==> src/sv/ple_pkg.sv <==
// ----------------------------------------------------------------------------
// ple_pkg: shared types and constants for the positional list engine
// Holds the list capacity, derived widths, the command and status codes, the
// request and result structs, and the per-cell control struct.
// ----------------------------------------------------------------------------
package ple_pkg;

  localparam int CAPACITY = 16;

  localparam int PosW   = 5;
  localparam int DataW  = 32;
  localparam int FoundW = 4;
  localparam int CntW   = $clog2(CAPACITY + 1);
  localparam int CmpW   = (CntW > PosW) ? CntW : PosW;

  typedef enum logic [1:0] {
    MODE_INSERT = 2'd0,
    MODE_DELETE = 2'd1,
    MODE_SEARCH = 2'd2,
    MODE_DUMP   = 2'd3
  } mode_e;

  typedef enum logic [2:0] {
    ST_OK        = 3'd0,
    ST_INVALID   = 3'd1,
    ST_NOT_FOUND = 3'd2,
    ST_FULL      = 3'd3,
    ST_EMPTY     = 3'd4
  } status_e;

  typedef struct packed {
    mode_e                    mode;
    logic [PosW-1:0]          position;
    logic signed [DataW-1:0]  value;
    logic signed [DataW-1:0]  search_key;
  } req_t;

  typedef struct packed {
    status_e                  status;
    logic signed [DataW-1:0]  result_value;
    logic [FoundW-1:0]        found_position;
    logic                     last;
  } res_t;

  // One action per cell and cycle; all low means hold.
  typedef struct packed {
    logic take_left;
    logic take_right;
    logic load;
    logic cmp;
  } cell_ctl_t;

endpackage

==> src/sv/ple_cell.sv <==
// ----------------------------------------------------------------------------
// ple_cell: one list slot
// Stores one entry, takes a neighbor's entry or the load bus when told, and
// registers whether its entry equals the search key.
// ----------------------------------------------------------------------------
module ple_cell
  import ple_pkg::*;
(
  input  logic                    clk_i,
  input  cell_ctl_t               ctl_i,
  input  logic signed [DataW-1:0] left_i,
  input  logic signed [DataW-1:0] right_i,
  input  logic signed [DataW-1:0] load_i,
  input  logic signed [DataW-1:0] key_i,
  output logic signed [DataW-1:0] data_o,
  output logic                    match_o
);

  logic signed [DataW-1:0] data_q, data_d;
  logic                    match_q, match_d;

  always_comb begin
    data_d  = data_q;
    match_d = match_q;
    if (ctl_i.load) begin
      data_d = load_i;
    end else if (ctl_i.take_left) begin
      data_d = left_i;
    end else if (ctl_i.take_right) begin
      data_d = right_i;
    end
    if (ctl_i.cmp) begin
      match_d = (data_q == key_i);
    end
  end

  always_ff @(posedge clk_i) begin
    data_q  <= data_d;
    match_q <= match_d;
  end

  assign data_o  = data_q;
  assign match_o = match_q;

endmodule

==> src/sv/positional_list_engine_top.sv <==
// ----------------------------------------------------------------------------
// positional_list_engine_top: ordered list of signed words in a cell chain
// Insert, delete, search and dump commands over a list of CAPACITY entries.
// ----------------------------------------------------------------------------
// Usage:
//   Drive req_i and raise start; the request is taken on a clock edge where
//   start is high and busy is low. Results come on res_o, each valid for
//   exactly one cycle while res_strobe_o is high; res_o.last marks the final
//   result of a request. The receiver cannot stall the block.
// Timing:
//   Insert and delete update the cells from the position up in the cycle
//   they are taken; their result shows in the next cycle and busy stays low,
//   so one request per cycle. Search registers a compare in every cell, then
//   priority-encodes the match bits into the registered result while busy.
//   Dump rotates the chain one cell per cycle and emits cell 0 each time:
//   count results on consecutive cycles, busy until the last; after the
//   full turn the list is back in order. An empty dump gives one result.
// Reset:
//   Clears the count and the sequencer; cell contents are not cleared and
//   only entries below the count are ever read.
// ----------------------------------------------------------------------------
module positional_list_engine_top
  import ple_pkg::*;
(
  input  logic clk_i,
  input  logic rst_ni,
  input  logic start,
  output logic busy,
  input  req_t req_i,
  output logic res_strobe_o,
  output res_t res_o
);

  typedef enum logic [2:0] {
    S_IDLE = 3'b001,
    S_SRCH = 3'b010,
    S_DUMP = 3'b100
  } state_e;

  state_e             state_q, state_d;
  logic [CntW-1:0]    count_q, count_d;
  logic [CntW-1:0]    idx_q, idx_d;
  logic               res_strobe_q, res_strobe_d;
  res_t               res_q, res_d;

  cell_ctl_t               cell_ctl  [CAPACITY];
  logic signed [DataW-1:0] cell_data [CAPACITY];
  logic [CAPACITY-1:0]     cell_match;
  logic signed [DataW-1:0] load_data;

  logic                    accept;
  logic [CmpW-1:0]         pos_x;
  logic [CmpW-1:0]         cnt_x;
  logic signed [DataW-1:0] removed;
  logic                    hit;
  logic                    dump_last;

  assign accept = start && !busy;
  assign busy   = (state_q != S_IDLE);
  assign pos_x  = CmpW'(req_i.position);
  assign cnt_x  = CmpW'(count_q);

  for (genvar g = 0; g < CAPACITY; g++) begin : g_cell
    logic signed [DataW-1:0] left_w, right_w;
    if (g == 0) begin : g_first
      assign left_w = '0;
    end else begin : g_mid_l
      assign left_w = cell_data[g-1];
    end
    if (g == CAPACITY - 1) begin : g_final
      assign right_w = '0;
    end else begin : g_mid_r
      assign right_w = cell_data[g+1];
    end
    ple_cell u_cell (
      .clk_i   (clk_i),
      .ctl_i   (cell_ctl[g]),
      .left_i  (left_w),
      .right_i (right_w),
      .load_i  (load_data),
      .key_i   (req_i.search_key),
      .data_o  (cell_data[g]),
      .match_o (cell_match[g])
    );
  end

  // Entry being deleted; only read when the position is inside the list.
  always_comb begin
    removed = '0;
    for (int i = 0; i < CAPACITY; i++) begin
      if (pos_x == CmpW'(i)) begin
        removed = cell_data[i];
      end
    end
  end

  assign dump_last = (idx_q == count_q - CntW'(1));

  always_comb begin
    state_d      = state_q;
    count_d      = count_q;
    idx_d        = idx_q;
    res_strobe_d = 1'b0;
    res_d        = '0;
    res_d.status = ST_OK;
    load_data    = req_i.value;
    hit          = 1'b0;
    for (int i = 0; i < CAPACITY; i++) begin
      cell_ctl[i] = '0;
    end

    case (state_q)
      S_IDLE: begin
        if (accept) begin
          case (req_i.mode)
            MODE_INSERT: begin
              res_strobe_d = 1'b1;
              res_d.last   = 1'b1;
              if (pos_x > cnt_x) begin
                res_d.status = ST_INVALID;
              end else if (count_q == CntW'(CAPACITY)) begin
                res_d.status = ST_FULL;
              end else begin
                // open a gap at the position, shift the tail up
                for (int i = 0; i < CAPACITY; i++) begin
                  if (CmpW'(i) == pos_x) begin
                    cell_ctl[i].load = 1'b1;
                  end else if (CmpW'(i) > pos_x && CmpW'(i) <= cnt_x) begin
                    cell_ctl[i].take_left = 1'b1;
                  end
                end
                count_d = count_q + CntW'(1);
              end
            end
            MODE_DELETE: begin
              res_strobe_d = 1'b1;
              res_d.last   = 1'b1;
              if (pos_x >= cnt_x) begin
                res_d.status = ST_INVALID;
              end else begin
                for (int i = 0; i < CAPACITY; i++) begin
                  if (CmpW'(i) >= pos_x && (CmpW'(i) + CmpW'(1)) < cnt_x) begin
                    cell_ctl[i].take_right = 1'b1;
                  end
                end
                res_d.result_value = removed;
                count_d = count_q - CntW'(1);
              end
            end
            MODE_SEARCH: begin
              for (int i = 0; i < CAPACITY; i++) begin
                cell_ctl[i].cmp = 1'b1;
              end
              state_d = S_SRCH;
            end
            MODE_DUMP: begin
              if (count_q == '0) begin
                res_strobe_d = 1'b1;
                res_d.status = ST_EMPTY;
                res_d.last   = 1'b1;
              end else begin
                idx_d   = '0;
                state_d = S_DUMP;
              end
            end
            default: begin
              state_d = S_IDLE;
            end
          endcase
        end
      end
      S_SRCH: begin
        res_strobe_d = 1'b1;
        res_d.last   = 1'b1;
        // walk from the top so the lowest matching index wins
        for (int i = CAPACITY - 1; i >= 0; i--) begin
          if (cell_match[i] && CmpW'(i) < cnt_x) begin
            hit                  = 1'b1;
            res_d.found_position = FoundW'(i);
          end
        end
        res_d.status = hit ? ST_OK : ST_NOT_FOUND;
        state_d      = S_IDLE;
      end
      S_DUMP: begin
        res_strobe_d       = 1'b1;
        res_d.result_value = cell_data[0];
        res_d.last         = dump_last;
        // rotate: head wraps to the tail slot
        load_data = cell_data[0];
        for (int i = 0; i < CAPACITY; i++) begin
          if ((CmpW'(i) + CmpW'(1)) < cnt_x) begin
            cell_ctl[i].take_right = 1'b1;
          end else if ((CmpW'(i) + CmpW'(1)) == cnt_x) begin
            cell_ctl[i].load = 1'b1;
          end
        end
        idx_d = idx_q + CntW'(1);
        if (dump_last) begin
          state_d = S_IDLE;
        end
      end
      default: begin
        state_d = S_IDLE;
      end
    endcase
  end

  always_ff @(posedge clk_i or negedge rst_ni) begin
    if (!rst_ni) begin
      state_q      <= S_IDLE;
      count_q      <= '0;
      idx_q        <= '0;
      res_strobe_q <= 1'b0;
    end else begin
      state_q      <= state_d;
      count_q      <= count_d;
      idx_q        <= idx_d;
      res_strobe_q <= res_strobe_d;
    end
  end

  always_ff @(posedge clk_i) begin
    res_q <= res_d;
  end

  assign res_strobe_o = res_strobe_q;
  assign res_o        = res_q;

  a_count_bound: assert property (@(posedge clk_i) disable iff (!rst_ni)
    count_q <= CntW'(CAPACITY))
    else $error("list count above capacity");

  a_dump_streams: assert property (@(posedge clk_i) disable iff (!rst_ni)
    state_q == S_DUMP |=> res_strobe_q)
    else $error("dump cycle produced no result");

  a_search_seq: assert property (@(posedge clk_i) disable iff (!rst_ni)
    (accept && req_i.mode == MODE_SEARCH) |=> (state_q == S_SRCH) ##1 res_strobe_q)
    else $error("search did not resolve in two cycles");

  a_last_idle: assert property (@(posedge clk_i) disable iff (!rst_ni)
    (res_strobe_q && res_q.last) |-> state_q == S_IDLE)
    else $error("final result while still busy");

  a_dump_count_hold: assert property (@(posedge clk_i) disable iff (!rst_ni)
    (state_q == S_DUMP || state_q == S_SRCH) |=> $stable(count_q))
    else $error("count changed during dump or search");

endmodule
==> config.mk <==
export PLATFORM = sky130hd
export DESIGN_NAME = positional_list_engine_top
export DESIGN_NICKNAME = d
export VERILOG_FILES = /design/src/sv/ple_pkg.sv /design/src/sv/ple_cell.sv /design/src/sv/positional_list_engine_top.sv
export SDC_FILE = /design/constraint.sdc
export NUM_CORES = 2
export LEC_CHECK = 0
export ABC_CLOCK_PERIOD_IN_PS = 7600
export CORE_MARGIN = 4
export CORE_UTILIZATION = 49
export CTS_CLUSTER_SIZE = 24
export DETAILED_ROUTE_END_ITERATION = 7
export DONT_BUFFER_PORTS = 1
export PLACE_DENSITY = 0.73
export SETUP_SLACK_MARGIN = 0.05
export SYNTH_ARGS = -nofsm -noshare
export SYNTH_HDL_FRONTEND = slang
export SYNTH_SLANG_ARGS = --single-unit
==> constraint.sdc <==
create_clock -name clk_i -period 7.6 [get_ports clk_i]
set_input_delay 1.14 -clock clk_i [delete_from_list [all_inputs] [get_ports clk_i]]
set_output_delay 1.14 -clock clk_i [all_outputs]
set_load 0.005 [all_outputs]
==> metrics.md <==
| Metric | Value |
|---|---|
| Status | finished, final reports clean |
| Fin crit period | 5.30 ns |
| Worst hold slack | 0.190 ns |
| 1st-iter DRT viols | 6949 |
| Post-synthesis compound-gate area fraction | 0.158 |
| Post-DR vias/cell | 7.05 |
| Drt total wl | 190000 um |
| Worst skew pair latency | 0.64 ns |
| Ranking of synthesized cells by area | edfxtp_1, xor2_1, mux2i_1 |
| Area of the core | 82100 sq um |
| Largest net degree at the start of global routing | 171 |
| Achievable Freq | 189 MHz |
| Net Switching | 3.09 mW |
| RSZ-0062 raised after global routing | no |
| Setup Skew | 0.0296 ns |
| Post-synth top flop | edfxtp_1 |
| Crit path launch | cnt_x[2] |
| Dominant cell type by area after synthesis | edfxtp_1 |
| I/O Buffers | 0 |
| Worst r2r dst | g_cell[2].u_cell.data_o[21] |
| Buf+Inv Stages, Crit Path | 1 |
| Comb pwr share | 0.195 |
| Mux contribution to synthesized area | 0.103 |
| Layout area overhead | 7.06% |
| Remaining global-route overflow | 0 |
| Most common cell after layout, fill and taps aside | nand2_1 |
| Initial DRT Pass Iterations | 7 |
| Resized Gates After CTS | 0 |
| Full die area | 87500 sq um |
| # DRC | 0 |
| Post-DP Area | 41100 sq um |
| Root Buffer | clkbuf_16 |
| Final setup violation count | 0 |
| Worst-Margin Slew | 1.45 ns |
| Design Area, Final | 43400 sq um |
| Die width | 296 um |
| Post-Place Cells | 5107 |
| Share of cells above drive strength 1 | 0.0667 |
| Routed Antenna Nets | 0 |
| Yosys reg bits | 582 |
| Critical Path Source Type | register |
| # clock sinks | 582 |
| CTS clk-pin slew, worst paths | 0.06 ns |
| Cell Int Power | 6.24 mW |
| RePlAce Congestion | 1.06 |
| Die H | 296 um |
| Synth warnings | 0 |
| Avg Inst Size Synth | 9.35 sq um |
| HPWL after DPL | 145000 um |
| Fin. Hold Viols | 0 |
| Number of global-route vias before repair | 33600 |
| Adder-cell area share of the yosys netlist | 0.00339 |
| Initial core utilization | 0.494 |
| H-tree Lvls | 3 |
| Worst ir drop on vdd | 0.000173 V |
| Crit path max fanout | 33 |
| Synth async-reset ratio | 0.0241 |
| Initial antenna violation count | 5 |
| Worst path top cell family by delay | simple AND/OR/NAND/NOR gates |
| Critical-path top delay cell | or4_2 |
| Crit path required time | 7.66 ns |
| Post-Synth XOR/XNOR Area | 0.113 |
| Hold WC Path Type | in2async |
| Final setup TNS | 0 ns |
| CP Class | reg2reg |
| Overall Global Routing Usage | 0.420 |
| Crit end category | register |
| WL/cell | 36.2 um |
| Syn nets | 4425 |
| Sw frac | 0.331 |
| # hold bufs at CTS | 0 |
| Clock Tree Buf Depth | 3 |
| Boundary Pins | 116 |
| CTS tree | yes |
| Core Rows | 105 |
| Inserted Clock Buffers | 72 |
| Final Non-Filler Cells | 5241 |
| Largest family of logic cells by synthesized area | compound AO/OA/AOI/OAI gates |
| R2R Path Start | cnt_x[2] |
| Worst slack, placed | 1.99 ns |
| Syn Std Cell Area | 40600 sq um |
| Max Cap Violations | 0 |
| Critical-path cell list | inv_1 > ha_1 > and4_1 > a221oi_4 > or4_2 > nand3_2 |
| Final Max Slew Viols | 0 |
| Post-CTS setup buffer count | 0 |
| Synth cell types | 96 |
| Arrival @ worst endpoint | 5.36 ns |
| Simple-Gate Fraction of Synth Area | 0.157 |
| Sequential share of power | 0.430 |
| Pwr dens | 215 nW/um^2 |
| Mapped Cells | 4340 |
| PnR worst setup slack | 2.30 ns |
| Commonest non-fill, non-tap cells in the layout | nand2_1, edfxtp_1, xor2_1 |
| Final period util | 0.697 |
| Via count | 36900 |
| First-pass GRT wire length | 261000 um |
| Max incr delay on CP | 1.01 ns |
| Leakage power | 16.4 nW |
| Post-synth top area share | 0.391 |
| Worst slew margin | 0.0319 |
| R2R Setup Slk | 2.30 ns |
| Seq/Total Area, Yosys | 0.419 |
| Clock share of power | 0.375 |
| R2R cell count | 6 |
| Fin nets | 4196 |
| Post-synth EDFFs | 528 |
cell type report:
type	instances	area [sq um]
Antenna cell	2	5.00
Clock buffer	91	1950
Clock inverter	41	373
Fill cell	7496	38700
Inverter	20	75.1
Multi-Input combinational cell	3345	22000
Sequential cell	582	17000
Tap cell	1070	1340
Timing Repair Buffer	90	676
how the worst max path moves through the flow:
stage | to | slack (ns) | cells after the start
after global placement | g_cell[2].u_cell.data_o[19] | 2.03 | 7
after global routing | g_cell[2].u_cell.data_o[23] | 2.19 | 6
after floorplan | g_cell[9].u_cell.data_o[0] | 0.60 | 10
final | g_cell[2].u_cell.data_o[21] | 2.30 | 6
after CTS | g_cell[2].u_cell.data_o[26] | 2.44 | 6
after detailed placement | g_cell[2].u_cell.data_o[18] | 1.99 | 7
metrics by stage:
step | total power [mW] | util
floorplan | 5.10 | -
global placement | 5.75 | 0.501
detailed placement | 5.77 | 0.501
CTS | 9.21 | 0.529
global route | 9.52 | 0.529
finish | 9.33 | 0.529
synth_stat cells (15+ instances only):
master and instances:
nand2_1 570, edfxtp_1 528, xor2_1 518, mux2i_1 413, nor2_1 411, a31oi_1 227
a21oi_1 208, clkbuf_1 195, o21ai_0 163, nor4_1 132, buf_2 127, o22ai_1 96
o211ai_1 68, nand3_1 65, nor3_1 42, buf_1 41, dfxtp_1 40, nand4_1 39
and2_1 38, a21o_1 36, o221ai_1 32, a22oi_1 27, a221o_1 26, buf_4 20
inv_1 17, nor2b_1 15
metal layers:
| layer | vias up | track usage | wire length [um] | share of wire |
|---|---|---|---|---|
| met5 | - | 0 | 45 | 0.00024 |
| met4 | 6 | 0.228 | 13200 | 0.070 |
| met3 | 439 | 0.160 | 29700 | 0.16 |
| met2 | 3195 | 0.578 | 74700 | 0.39 |
| met1 | 17900 | 0.570 | 72100 | 0.38 |
| li1 | 15500 | - | - | - |
state kept, by name (all words and copies together), names as in the netlist:
| signal | count |
|---|---|
| res_o | 40 |
| g_cell.u_cell.match_o | 16 |
| g_cell.u_cell.data_o | 512 |
| res_strobe_o | 1 |
| idx_q | 5 |
| cnt_x | 5 |
| state_q | 3 |
worst register-to-register path: cells and delay by family (launching register included):
kind / cells / cell delay, ns
and+or+nand+nor: 3 / 2.33
AOI/OAI and AO/OA: 1 / 0.87
DFF: 1 / 0.77
adders and majority gates: 1 / 0.40
buffers and inverters: 1 / 0.33
power groups by stage:
stage	Combinational, mW	Sequential (mW)	Clock (mW)
2_1_floorplan	1.18	3.92	0
3_3_place_gp	1.70	4.05	0
3_5_place_dp	1.71	4.06	0
4_1_cts	1.72	3.99	3.50
5_1_grt	1.87	4.02	3.63
6_report	1.82	4.01	3.50
logic make-up (layout without fill, tap and decap cells):
| group | after synthesis | after routing |
|---|---|---|
| fa+ha+maj | 11 | 11 |
| buf+inv | 413 | 242 |
| simple gates | 1398 | 1398 |
| mux | 418 | 418 |
| xor+xnor | 525 | 525 |
| flops | 582 | 582 |
| compound gates | 993 | 993 |
| other cells | 0 | 2 |
Power figures use the tool's default switching activity.
